`src/sv/dive_tissue_decompression_defines.svh`:
```
// ----------------------------------------------------------------------------
// Assertion macros for the tissue decompression block
// Shared clock and reset context for concurrent checks.
// ----------------------------------------------------------------------------
`ifndef DIVE_TISSUE_DECOMPRESSION_DEFINES_SVH
`define DIVE_TISSUE_DECOMPRESSION_DEFINES_SVH

// same-cycle implication
`define DTD_ASSERT_IMP(lbl, ante, cons) \
	lbl: assert property (@(posedge clk) disable iff (!arst_n) (ante) |-> (cons)) \
		else $error("check failed (same cycle)");

// next-cycle implication
`define DTD_ASSERT_NXT(lbl, ante, cons) \
	lbl: assert property (@(posedge clk) disable iff (!arst_n) (ante) |=> (cons)) \
		else $error("check failed (next cycle)");

`endif

```
`src/sv/dtd_pkg.sv`:
```
// ----------------------------------------------------------------------------
// dtd_pkg
// Types, codes and constants of the tissue decompression block.
// ----------------------------------------------------------------------------
package dtd_pkg;

	localparam int N_COMPART_DEF         = 4;
	localparam int TENSION_FRAC_BITS_DEF = 20;

	localparam int HALF_W     = 8;
	localparam int CRIT_W     = 10;
	localparam int CFG_IDX_W  = 3;
	localparam int CFG_DATA_W = 10;
	localparam int DEPTH_W    = 14;
	localparam int DUR_W      = 16;
	localparam int STOP_W     = 7;
	localparam int TIME_W     = 16;
	localparam int LOG_FRAC   = 24;
	localparam int MAX_STOP_Q = 42;

	localparam logic [31:0]       LN2_Q32  = 32'd2977044472;
	localparam logic [TIME_W-1:0] TIME_MAX = '1;

	// item commands
	localparam logic CMD_SURFACE = 1'b0;
	localparam logic CMD_SEGMENT = 1'b1;

	// register indexes
	localparam logic [CFG_IDX_W-1:0] REG_HALF_C0 = 3'd0;
	localparam logic [CFG_IDX_W-1:0] REG_HALF_C1 = 3'd1;
	localparam logic [CFG_IDX_W-1:0] REG_HALF_C2 = 3'd2;
	localparam logic [CFG_IDX_W-1:0] REG_HALF_C3 = 3'd3;
	localparam logic [CFG_IDX_W-1:0] REG_CRIT_C0 = 3'd4;
	localparam logic [CFG_IDX_W-1:0] REG_CRIT_C1 = 3'd5;
	localparam logic [CFG_IDX_W-1:0] REG_CRIT_C2 = 3'd6;
	localparam logic [CFG_IDX_W-1:0] REG_CRIT_C3 = 3'd7;

	localparam logic [HALF_W-1:0] HALF_RST [4] = '{8'd7, 8'd30, 8'd60, 8'd120};
	localparam logic [CRIT_W-1:0] CRIT_RST [4] = '{10'd655, 10'd471, 10'd410, 10'd410};

	typedef struct packed {
		logic               cmd;
		logic [DEPTH_W-1:0] start_depth_cm;
		logic [DEPTH_W-1:0] end_depth_cm;
		logic [DUR_W-1:0]   duration_s;
	} in_item_t;

	typedef struct packed {
		logic              has_stop;
		logic [1:0]        lead_compartment;
		logic [STOP_W-1:0] stop_depth_m;
		logic [TIME_W-1:0] stop_time_s;
		logic              log_domain_error;
	} out_item_t;

endpackage

```
`src/sv/dtd_mul.sv`:
```
// ----------------------------------------------------------------------------
// dtd_mul
// Shared 32x32 unsigned multiplier with registered product.
// ----------------------------------------------------------------------------
module dtd_mul (
	input  logic        clk,
	input  logic [31:0] a,
	input  logic [31:0] b,
	output logic [63:0] prod
);
	import dtd_pkg::*;

	logic [63:0] prod_q;

	always_ff @(posedge clk) begin
		prod_q <= 64'(a) * 64'(b);
	end

	assign prod = prod_q;

endmodule
```
`config.mk`:
```
export PLATFORM = sky130hd
export DESIGN_NAME = dtd_mul
export DESIGN_NICKNAME = d
export VERILOG_FILES = /design/src/sv/dive_tissue_decompression_defines.svh /design/src/sv/dtd_pkg.sv /design/src/sv/dtd_mul.sv
export SDC_FILE = /design/constraint.sdc
export NUM_CORES = 2
export LEC_CHECK = 0
export ABC_AREA = 1
export BUFFER_PORTS_ARGS = -buffer_cell sky130_fd_sc_hd__buf_2
export CORE_MARGIN = 3
export CORE_UTILIZATION = 60
export CTS_CLUSTER_DIAMETER = 30
export DETAILED_ROUTE_END_ITERATION = 12
export GPL_TIMING_DRIVEN = 0
export PLACE_DENSITY = 0.77
export SYNTH_ARGS = -nofsm -noshare
export SYNTH_HDL_FRONTEND = slang
export SYNTH_SLANG_ARGS = --single-unit
```
`constraint.sdc`:
```
create_clock -name clk -period 10.63 [get_ports clk]
set_clock_uncertainty 0.2 [all_clocks]
set_input_delay 0.5315 -clock clk [delete_from_list [all_inputs] [get_ports clk]]
set_output_delay 0.5315 -clock clk [all_outputs]
set_load 0.005 [all_outputs]
```
# After elaboration in Yosys (flattened, before gate mapping)
# Cells that the tools add are included.
# op_classes
n_mux	0
bitwise_logic	0
addsub	0
magnitude_cmp	0
n_eq_ne	0
mul	1
div	0
shift	0
reduce_logical	0
# op_table
operator	count
multiplier 32 x 32 -> 64 bit	1
# word_totals
mem_bits_ro	0
mem_count	0
mem_bits_rw	0
latchBits	0
wordCells	2
register_bits	64

# Logic depth before layout (Yosys ltp)
# logic_depth
depth_word	1
mapped_depth	30

# Least setup slack after synthesis
# OpenSTA, ideal clock, no wires.
# synth_timing
path_type	input to register
start	input port a[25]
end	register prod_q[60], in the netlist prod[60]
t_required_ns	10.318
setup_ns	0.112
setup_slack_ns	4.084
arrival_time_ns	6.234
cell_stages	26
cell_sequence	clkbuf_1 nand2_1 fa_1 inv_1 fa_1 inv_1 fa_1 inv_1 fa_1 fa_1 fa_1 fa_1 inv_1 fa_1 inv_1 ha_1 nand2_1 nand2_1 a21oi_1 nand2_1 nand2_1 nand2_1 a21oi_1 nand2_1 nand2_1 nand2_1
# synth_via
elab_chain_cells	1
# synth_rtl
item	line	source
from (decl)	dtd_mul.sv:7	input logic [31:0] a,
multiplier 32 x 32 -> 64 bit	dtd_mul.sv:16	prod_q <= 64'(a) * 64'(b);
to (signal assigned)	dtd_mul.sv:16	
to (decl)	dtd_mul.sv:13	logic [63:0] prod_q;
# Every way passes these cells.

# Worst setup path in the final report
# layout_timing
start	input port b[23]
end	register prod_q[63], in the netlist prod[63]
# layout_via
elab_chain_cells	1
# layout_rtl
item	line	source
from (decl)	dtd_mul.sv:8	input logic [31:0] b,
multiplier 32 x 32 -> 64 bit	dtd_mul.sv:16	
# Every way passes these cells.

==> impl_metrics.toml <==
[outcome]
status = "completed"

[layout]
fin_nets = 6386
regArea_um2 = 1280
syn_to_final_growth_pct = 5.23
drive_gt1_share_pct = 3.97
largest_register_ffs = 64
n_fill_cell = 5668
multi_input_area_um2 = 28900

[cts]
cts_sinks = 64
clkTransAtPathRegs_ns = 0.05
numCtsBuffers = 9
post_cts_resized = 0
cts_hold_buffers = 0
cts-root-buf = "clkbuf_16"
htree_levels = 3
clk_path_buf_depth = 2
cts_tree = "built"
cts_setup_buffers = 0

[placement]
place_hpwl_um = 117000
finalWeightedCongestion = 1.06
io_buffers = 128

[synthesis]
yosysSeqAreaShare_pct = 3.43
avgSynthCellArea_um2 = 7.45
ys_top_cells_by_count = "1723 x inv_1, 1566 x nand2_1, 896 x fa_1, 263 x ha_1, 192 x clkbuf_1"
synthesis.area_um2 = 37400
synth-async-reset-ratio_pct = 0
post_synth_num_cell_types = 23
synth-edff-count = 0
yosys.area.top_type_share_pct = 48.0
synth_ff_type = "dfxtp_1"
ys_seq_elements = 64
yosysTopAreaCell = "fa_1"
synth_nets = 6247
synthCells = 5023
yosys_warnings = 0
synthTopCellsByArea = "fa_1 48%, inv_1 17%, nand2_1 16%"
yosysMostFrequentCell = "inv_1"

[setup_path]
endpoint_kind = "flip-flop"
crit_type = "in -> reg"
cpPeakStageDelay_ns = 1.02
critPathLaunchType = "input pin"
crit_chain = "buf_2, clkbuf_1, nand2_1, fa_1, inv_1, fa_1, fa_1, fa_1, fa_1, fa_1, fa_1, fa_1, ha_1, nand2_1, nor2_1, inv_2, nor2_1, a21oi_1, nand2_2, nand2_1, nand2_1, nand2_1, nand2_1"
path_delay_family = "adder cells"
crit_required_ns = 10.69
crit_top_cell = "fa_1"
slowest_stage = "clkbuf_1"
path_buf_inv = 4
crit_arrival_ns = 8.14
path_max_fanout = 10

[sta]
min_period_ns = 8.08
rsz0062_at_grt = "no"
slew_headroom_pct = 4.43
fin_crit_sh_pct = 76.0
fmax_mhz = 124
finalSetupViolCount = 0
tns_ns = 0
hold_viol = 0
drv_slew = 0
worst_pin_slew_ns = 1.43

[die]
num_rows = 90
io-pin-count = 129
coreArea_um2 = 61000
die_area_um2 = 65400
die_x_um = 256
die_h_um = 256
start_util_pct = 61.3

[drt]
detail_route.wl_per_cell_um = 22.4
first_pass_iters = 6
routed_wl_um = 135000
drc = 0
drt-initial-drc-count = 3330
ant_nets = 0
vias_per_cell = 5.33
vias = 32000

[global_routing]
grt_max_degree = 11
grt_usage_pct = 42.1
grt_remaining_overflow = 0
grt_antenna_before_repair = 5
grt_pass1_wl_um = 201000
grt_pass1_vias = 32200

[worst_hold_path]
hold_class = "in -> reg"

[flow_run]
drv_cap = 0
==> cells in the final DEF, fill, tap and decap left out, drive strengths merged <==
| cell type | n |
|---|---|
| dfxtp | 64 |
| xnor2 | 2 |
| nand2 | 1581 |
| buf | 128 |
| fa | 896 |
| nand4 | 16 |
| a21oi | 43 |
| xor2 | 33 |
| nand3 | 65 |
| o21bai | 12 |
| inv | 1735 |
| clkinvlp | 1 |
| ha | 263 |
| clkinv | 2 |
| o21ai | 2 |
| diode | 5 |
| nor2 | 101 |
| nor3 | 18 |
| clkbuf | 205 |
==> stage by stage <==
stage	instance area [um^2]	hold slack [ns]	cells	utilization [%]	setup WS [ns]
floorplan	37400	0.429	5023	-	4.08
global placement	39100	0.654	5979	64.0	2.49
detailed placement	39100	0.658	5979	64.0	2.51
CTS	39300	0.321	5995	64.5	2.79
global route	39300	0.316	5995	64.5	2.40
finish	39400	0.332	6000	64.5	2.55
==> per-layer routing <==
| layer | routed length, um | share of wire [%] | track usage, % | up-vias |
|---|---|---|---|---|
| met2 | 57100 | 42 | 62.6 | 1959 |
| met1 | 48300 | 36 | 53.8 | 15600 |
| met4 | 10400 | 7.8 | 24.6 | 2 |
| li1 | - | - | - | 13900 |
| met5 | 10 | 0.0074 | 0 | - |
| met3 | 18700 | 14 | 14.5 | 490 |
==> path summary, 6_finish.rpt <==
kind              startpoint        to  cells after the start
setup / recovery       b[23]  prod[63]                     23
hold / removal          b[0]   prod[0]                      3
==> cells by family after synthesis <==
group | Yosys count | share of synthesized area [%]
AO/OA/AOI/OAI | 57 | 0.853
XOR/XNOR | 35 | 0.820
adder cells (fa/ha/maj) | 1159 | 56.8
buffers and inverters | 1927 | 19.3
flip-flops | 64 | 3.43
AND/OR/NAND/NOR | 1781 | 18.8
==> cell type report <==
cell class	count	area share, %
repair buffers	128	1.63
clock buffers	13	0.636
inverters	1735	16.5
diodes	5	0.0318
flip-flops and latches	64	3.26
well taps	828	2.63
clock inverters	3	0.0445
multi-input cells	3032	73.4
plain buffers	192	1.83
Power is left out: the tool's default activity adds up to more than one toggle a clock period on the data nets, which glitch-free logic cannot reach.
