[src/sv/dive_tissue_decompression_defines.svh]
// ----------------------------------------------------------------------------
// Assertion macros for the tissue decompression block
// Shared clock and reset context for concurrent checks.
// ----------------------------------------------------------------------------
`ifndef DIVE_TISSUE_DECOMPRESSION_DEFINES_SVH
`define DIVE_TISSUE_DECOMPRESSION_DEFINES_SVH

// same-cycle implication
`define DTD_ASSERT_IMP(lbl, ante, cons) \
	lbl: assert property (@(posedge clk) disable iff (!arst_n) (ante) |-> (cons)) \
		else $error("check failed (same cycle)");

// next-cycle implication
`define DTD_ASSERT_NXT(lbl, ante, cons) \
	lbl: assert property (@(posedge clk) disable iff (!arst_n) (ante) |=> (cons)) \
		else $error("check failed (next cycle)");

`endif

[src/sv/dtd_pkg.sv]
// ----------------------------------------------------------------------------
// dtd_pkg
// Types, codes and constants of the tissue decompression block.
// ----------------------------------------------------------------------------
package dtd_pkg;

	localparam int N_COMPART_DEF         = 4;
	localparam int TENSION_FRAC_BITS_DEF = 20;

	localparam int HALF_W     = 8;
	localparam int CRIT_W     = 10;
	localparam int CFG_IDX_W  = 3;
	localparam int CFG_DATA_W = 10;
	localparam int DEPTH_W    = 14;
	localparam int DUR_W      = 16;
	localparam int STOP_W     = 7;
	localparam int TIME_W     = 16;
	localparam int LOG_FRAC   = 24;
	localparam int MAX_STOP_Q = 42;

	localparam logic [31:0]       LN2_Q32  = 32'd2977044472;
	localparam logic [TIME_W-1:0] TIME_MAX = '1;

	// item commands
	localparam logic CMD_SURFACE = 1'b0;
	localparam logic CMD_SEGMENT = 1'b1;

	// register indexes
	localparam logic [CFG_IDX_W-1:0] REG_HALF_C0 = 3'd0;
	localparam logic [CFG_IDX_W-1:0] REG_HALF_C1 = 3'd1;
	localparam logic [CFG_IDX_W-1:0] REG_HALF_C2 = 3'd2;
	localparam logic [CFG_IDX_W-1:0] REG_HALF_C3 = 3'd3;
	localparam logic [CFG_IDX_W-1:0] REG_CRIT_C0 = 3'd4;
	localparam logic [CFG_IDX_W-1:0] REG_CRIT_C1 = 3'd5;
	localparam logic [CFG_IDX_W-1:0] REG_CRIT_C2 = 3'd6;
	localparam logic [CFG_IDX_W-1:0] REG_CRIT_C3 = 3'd7;

	localparam logic [HALF_W-1:0] HALF_RST [4] = '{8'd7, 8'd30, 8'd60, 8'd120};
	localparam logic [CRIT_W-1:0] CRIT_RST [4] = '{10'd655, 10'd471, 10'd410, 10'd410};

	typedef struct packed {
		logic               cmd;
		logic [DEPTH_W-1:0] start_depth_cm;
		logic [DEPTH_W-1:0] end_depth_cm;
		logic [DUR_W-1:0]   duration_s;
	} in_item_t;

	typedef struct packed {
		logic              has_stop;
		logic [1:0]        lead_compartment;
		logic [STOP_W-1:0] stop_depth_m;
		logic [TIME_W-1:0] stop_time_s;
		logic              log_domain_error;
	} out_item_t;

endpackage

[src/sv/dtd_div.sv]
// ----------------------------------------------------------------------------
// dtd_div
// Restoring unsigned divider, one quotient bit per cycle.
// ----------------------------------------------------------------------------
module dtd_div #(
	parameter int W = 72
) (
	input  logic         clk,
	input  logic         arst_n,
	input  logic         start,
	input  logic [W-1:0] dividend,
	input  logic [W-1:0] divisor,
	output logic         done,
	output logic [W-1:0] quo,
	output logic [W-1:0] rem
);
	import dtd_pkg::*;

	localparam int CW = $clog2(W + 1);

	logic [W:0]    rem_q;
	logic [W-1:0]  quo_q;
	logic [W-1:0]  dvs_q;
	logic [CW-1:0] cnt_q;
	logic          busy_q;
	logic          done_q;
	logic [W:0]    sh;
	logic          ge;

	assign sh = {rem_q[W-1:0], quo_q[W-1]};
	assign ge = sh >= {1'b0, dvs_q};

	always_ff @(posedge clk or negedge arst_n) begin
		if (!arst_n) begin
			rem_q  <= '0;
			quo_q  <= '0;
			dvs_q  <= '0;
			cnt_q  <= '0;
			busy_q <= 1'b0;
			done_q <= 1'b0;
		end else if (start) begin
			rem_q  <= '0;
			quo_q  <= dividend;
			dvs_q  <= divisor;
			cnt_q  <= CW'(W);
			busy_q <= 1'b1;
			done_q <= 1'b0;
		end else if (busy_q) begin
			rem_q <= ge ? (sh - {1'b0, dvs_q}) : sh;
			quo_q <= {quo_q[W-2:0], ge};
			cnt_q <= cnt_q - 1'b1;
			if (cnt_q == CW'(1)) begin
				busy_q <= 1'b0;
				done_q <= 1'b1;
			end
		end else begin
			done_q <= 1'b0;
		end
	end

	assign done = done_q;
	assign quo  = quo_q;
	assign rem  = rem_q[W-1:0];

endmodule

[config.mk]
export PLATFORM = sky130hd
export DESIGN_NAME = dtd_div
export DESIGN_NICKNAME = d
export VERILOG_FILES = /design/src/sv/dive_tissue_decompression_defines.svh /design/src/sv/dtd_pkg.sv /design/src/sv/dtd_div.sv
export SDC_FILE = /design/constraint.sdc
export NUM_CORES = 1
export LEC_CHECK = 0
export ABC_AREA = 0
export BUFFER_PORTS_ARGS = -buffer_cell sky130_fd_sc_hd__buf_2
export CORE_UTILIZATION = 56
export DETAILED_ROUTE_END_ITERATION = 16
export GPL_TIMING_DRIVEN = 0
export HOLD_SLACK_MARGIN = 0.02
export PLACE_DENSITY = 0.81
export SYNTH_ARGS = -nofsm -noshare
export SYNTH_HDL_FRONTEND = slang
export SYNTH_SLANG_ARGS = --single-unit
[constraint.sdc]
create_clock -name clk -period 4 [get_ports clk]
set_input_delay 0 -clock clk [delete_from_list [all_inputs] [get_ports clk]]
set_output_delay 0 -clock clk [all_outputs]
set_load 0.02 [all_outputs]
* After elaboration in Yosys (flattened, before gate mapping)
Cells that the tools add are included.
Storage, ports and cells: bits in registers 225, bits in latches 0, bits in writable memories 0, memory bits (read-only) 0, bits of input ports 147, output and inout port bits 145, logic and storage cells 25, memories 0
Cells by class: $add $sub $neg 2, multipliers 0, div/mod/pow operators 0, $lt $le $gt $ge 1, equal/unequal tests 2, shifts and indexed selects 0, mux-type cells 13, bitwise operators 0, reduce and logical (&&, ||, !) cells 1
Operators with widths (number):
- $mux W72 | 5
- $ge A73 B72 Y1 | 1
- $sub A72 B72 Y72 | 1
- $mux W7 | 2
- $eq A7 B1 Y1 const B | 1
- $sub A7 B1 Y7 const B | 1
- $mux W1 | 6
- $ne A3 B2 Y1 const B | 1
- $reduce_bool A2 Y1 | 1

* Longest topological paths before layout
depth after elaboration 4, depth in mapped cells 15, mapped depth without buffers 13

* Worst setup path before layout
No wires, ideal clock.
path kind reg2reg, from reg rem_q[19], to reg rem_q[67], library setup time 78 ps, arrival time 3100 ps, data required time 3922 ps, path slack 822 ps, stages on the path, launching flop included 13, buffers on the path 1, clock period less this slack 3178 ps, cell sequence dfrtp_1 > ha_1 > buf_6 > a21oi_4 > o21ai_2 > or3_1 > a211o_1 > a221o_2 > o2111ai_4 > a211oi_1 > o21bai_1 > mux2_2 > a21oi_1
Between the ends: word-level cells in the longest chain between the ends 4, elaborated cells on any way between the ends 5, classes of those cells add/sub: 1; order compare: 1; mux: 3
RTL lines:
- start, declared | RTL line dtd_div.sv:21 | logic [W:0] rem_q;
- start signal, assigned | RTL line dtd_div.sv:49 | rem_q <= ge ? (sh - {1'b0, dvs_q}) : sh;
- $sub A72 B72 Y72 or $ge A73 B72 Y1 (tied branches) | RTL line dtd_div.sv:49, dtd_div.sv:31
- $mux W72 (*) | RTL line dtd_div.sv:49
- $mux W72 (*) | RTL line dtd_div.sv:48 | end else if (busy_q) begin
- $mux W72 (*) | RTL line dtd_div.sv:41 | end else if (start) begin
Every way passes the cells marked *; elsewhere a longest branch is shown, timed or not. The select of a mux whose other input is x is not followed. A chain may end at the register's enable or synchronous reset.

* Worst setup path after layout
from reg quo_q[71] (netlist: quo[71]), to reg rem_q[54]
Between the ends: word-level cells in the longest chain between the ends 4, elaborated cells on any way between the ends 5, classes of those cells add/sub: 1; order compare: 1; mux: 3
RTL lines:
- start, declared | RTL line dtd_div.sv:22 | logic [W-1:0] quo_q;
- start signal, assigned | RTL line dtd_div.sv:43 | quo_q <= dividend;
- start signal, assigned | RTL line dtd_div.sv:50 | quo_q <= {quo_q[W-2:0], ge};
- $sub A72 B72 Y72 or $ge A73 B72 Y1 (tied branches) | RTL line dtd_div.sv:49, dtd_div.sv:31
- $mux W72 (*) | RTL line dtd_div.sv:49
- $mux W72 (*) | RTL line dtd_div.sv:48
- $mux W72 (*) | RTL line dtd_div.sv:41
Marked as above.

==> results.json <==
{
  "numPortBuffers": 290,
  "cp.required_ps": 4370,
  "synth_area_mm2": 0.0146,
  "p_leak_nw": 9.73,
  "hpwl_um": 38500,
  "grt_max_degree": 88,
  "die_h_um": 164,
  "ys_seq_area_frac": 0.385,
  "crit_buf_inv": 1,
  "critPathMaxStageDelay_ps": 460,
  "outcome": "finished clean",
  "fp.dieW_um": 164,
  "period_share": 0.976,
  "period_minus_slack_ps": 3910,
  "most-common-layout-cells": "buf_2, nand2_1, dfrtp_1",
  "grt.total_usage": 0.433,
  "path_cells": "inv_1 > ha_1 > fa_1 > nor2b_1 > o21bai_1 > o21a_1 > a2111o_1 > a21oi_1 > a211oi_1 > o21ai_0 > nand3_1 > a21boi_0 > a2111oi_2",
  "clockRootBuffer": "clkbuf_16",
  "holdPathEnd": "dvs_q[56]",
  "hold_path.startpoint": "divisor[56]",
  "grt_antenna_before_repair": 2,
  "hold_ws_ps": 204,
  "hold_depth": 4,
  "worstSetupPathType": "reg2reg",
  "grt_pass1_vias": 15750,
  "clockBufferDepth": 3,
  "layout_setup_ws_ps": 94.3,
  "slew_headroom": 0.329,
  "rr_startpoint": "quo[71]",
  "synth_edf_count": 0,
  "ant_nets": 0,
  "drt_iter0_drc": 1807,
  "busiest_layer": "met2",
  "synth-seq-cells": 225,
  "grtUsageMet2": 0.694,
  "reg2reg_depth": 13,
  "fmax_mhz": 256,
  "rsz0062_at_grt": "no",
  "drv_slew": 0,
  "powerDensity_mw_per_mm2": 631,
  "hp-class": "in2reg",
  "cts_made_buffers": 25,
  "drt_pre_antenna_iters": 6,
  "crit_family": "compound AO/OA/AOI/OAI gates",
  "nets": 2426,
  "post_drt_wl_per_cell_um": 22.9,
  "r2r_slack_ps": 90,
  "vias_per_cell": 6.26,
  "final_common_cell": "buf_2",
  "worstPathArrival_ps": 4280,
  "cp-end-kind": "register",
  "drc_errors": 0,
  "cp_max_fo": 4,
  "layout.cells.non_filler": 2554,
  "synth_flop_cell": "dfrtp_1",
  "clk_pin_slew_ps": 60,
  "yosys.cell_types.count": 79,
  "dp_cells": 2360,
  "hold_viol": 0,
  "clock_latency_ps": 540,
  "yosysWarnings": 0,
  "drive_above_1_share": 0.179,
  "drv_cap": 0,
  "final_core_util": 0.744,
  "routed_wl_um": 58400,
  "synth_cells": 1738,
  "fp.dieArea_mm2": 0.0268,
  "grt_pass1_wl_um": 88400,
  "clock-sinks": 225,
  "initial_core_util": 0.576,
  "avgSynthCellArea_um2": 8.41,
  "setup_viol": 0,
  "dp_slack_ps": -10.8,
  "vias": 15996,
  "coreArea_mm2": 0.0254,
  "crit-reg2reg-capture": "rem_q[54]",
  "cts.htree.levels": 1,
  "use_met1": 0.551,
  "cp-start-kind": "register",
  "cts_tree": "built",
  "ir_drop_v": 0.000439,
  "met3_usage": 0.0871,
  "slowest_stage": "dfrtp_1",
  "tightest_slew_ps": 1010,
  "pin_count": 292,
  "grt_overflow": 0,
  "skew_ps": 19.3,
  "syn_nets": 1960,
  "routabilityCongestion": 0.988,
  "rows": 58,
  "postCtsSetupRepairBufs": 0,
  "postSynth.asyncResetShare": 1.00,
  "area_growth_pct": 29.2
}
-- worst min-delay path, cell delays in order --
cell and delay (ps):
dlygate4sd3_1 520, buf_2 90, nand2_1 40, o21ai_0 50
-- per-stage QoR --
step / power, mW / area (um2) / TNS [ps]
after floorplan: 7.23 / 14600 / 0
after global placement: 9.03 / 16500 / -217360
after detailed placement: 9.14 / 16500 / -10.8
after CTS: 11.7 / 18900 / 0
after global routing: 12.5 / 18900 / 0
final: 11.9 / 18900 / 0
-- power by group --
| part | switching [mW] | internal (mW) | leakage (nW) |
|---|---|---|---|
| clock | 0.996 | 1.42 | 0.428 |
| combinational | 4.08 | 2.34 | 6.48 |
| sequential | 0.431 | 2.66 | 2.83 |
| total | 5.51 | 6.42 | 9.73 |
-- cells in the mapped netlist (5+ instances only) --
cell	n	area [um2]
nand2_1	231	867
dfrtp_1	225	5630
o21ai_0	206	1030
nor2_1	146	548
a21oi_1	121	606
inv_1	103	387
clkbuf_1	87	327
mux2i_1	78	781
ha_1	74	926
a211oi_1	47	353
nor3_1	40	200
xnor2_1	39	342
a21o_1	34	255
nand4_1	30	188
and3_1	23	144
o21bai_1	21	158
xor2_1	20	175
o211ai_1	16	120
nand3_1	15	75.1
nor2b_1	13	81.3
a31oi_1	11	68.8
o211a_1	11	110
buf_2	8	40.0
or3_1	7	43.8
buf_1	6	22.5
mux2_2	6	67.6
a311oi_1	5	43.8
buf_4	5	37.5
nand2b_1	5	31.3
o21a_1	5	37.5
o21ai_1	5	25.0
o22ai_1	5	31.3
-- how the worst max path moves through the flow --
stage | startpoint | to | slack (ps) | cells past startpoint
2_1_floorplan | rem_q[19] | rem_q[67] | 820 | 12
3_3_place_gp | arst_n | rem_q[61] | -990 | 1
3_5_place_dp | rem_q[46] | rem_q[54] | -10 | 12
4_1_cts | rem_q[39] | rem_q[38] | 40 | 13
5_1_grt | quo[71] | rem_q[54] | 50 | 13
6_report | quo[71] | rem_q[54] | 90 | 13
-- sequential cells by signal, summed over array words and instances (netlist names) --
| name | flops |
|---|---|
| dvs_q | 72 |
| done | 1 |
| cnt_q | 7 |
| busy_q | 1 |
| quo | 72 |
| rem_q | 72 |
-- timing repair --
action / in CTS / in global routing
hold buffers: 147 / 0
pin swaps: 0 / 0
endpoints found under the setup margin: 1 / 68
hold endpoints to repair: 282 / 0
resized for setup: 1 / 13
-- kinds of logic (layout without fill, tap and decap cells) --
group,after synthesis,count (layout),share of synthesized area
compound gates,544,544,0.235
other cells,0,2,0
buf+inv,212,696,0.0574
simple gates,539,539,0.164
flops,225,225,0.385
mux,84,84,0.0580
xor+xnor,59,59,0.0353
fa+ha+maj,75,75,0.0647
-- final cells by class --
type,instances,area (um2)
plain buffers,108,459
well taps,330,413
clock buffers,35,743
flip-flops and latches,225,5630
repair buffers,439,2990
multi-input cells,1301,8160
clock inverters,10,100
diodes,2,5.00
inverters,104,390
fillers,1843,6510
-- metal layers --
metal	share of wire	vias up
li1	-	7078
met1	0.39	7618
met2	0.46	1053
met3	0.099	247
met4	0.055	0
met5	0	-
(Power assumes the default switching activity.)
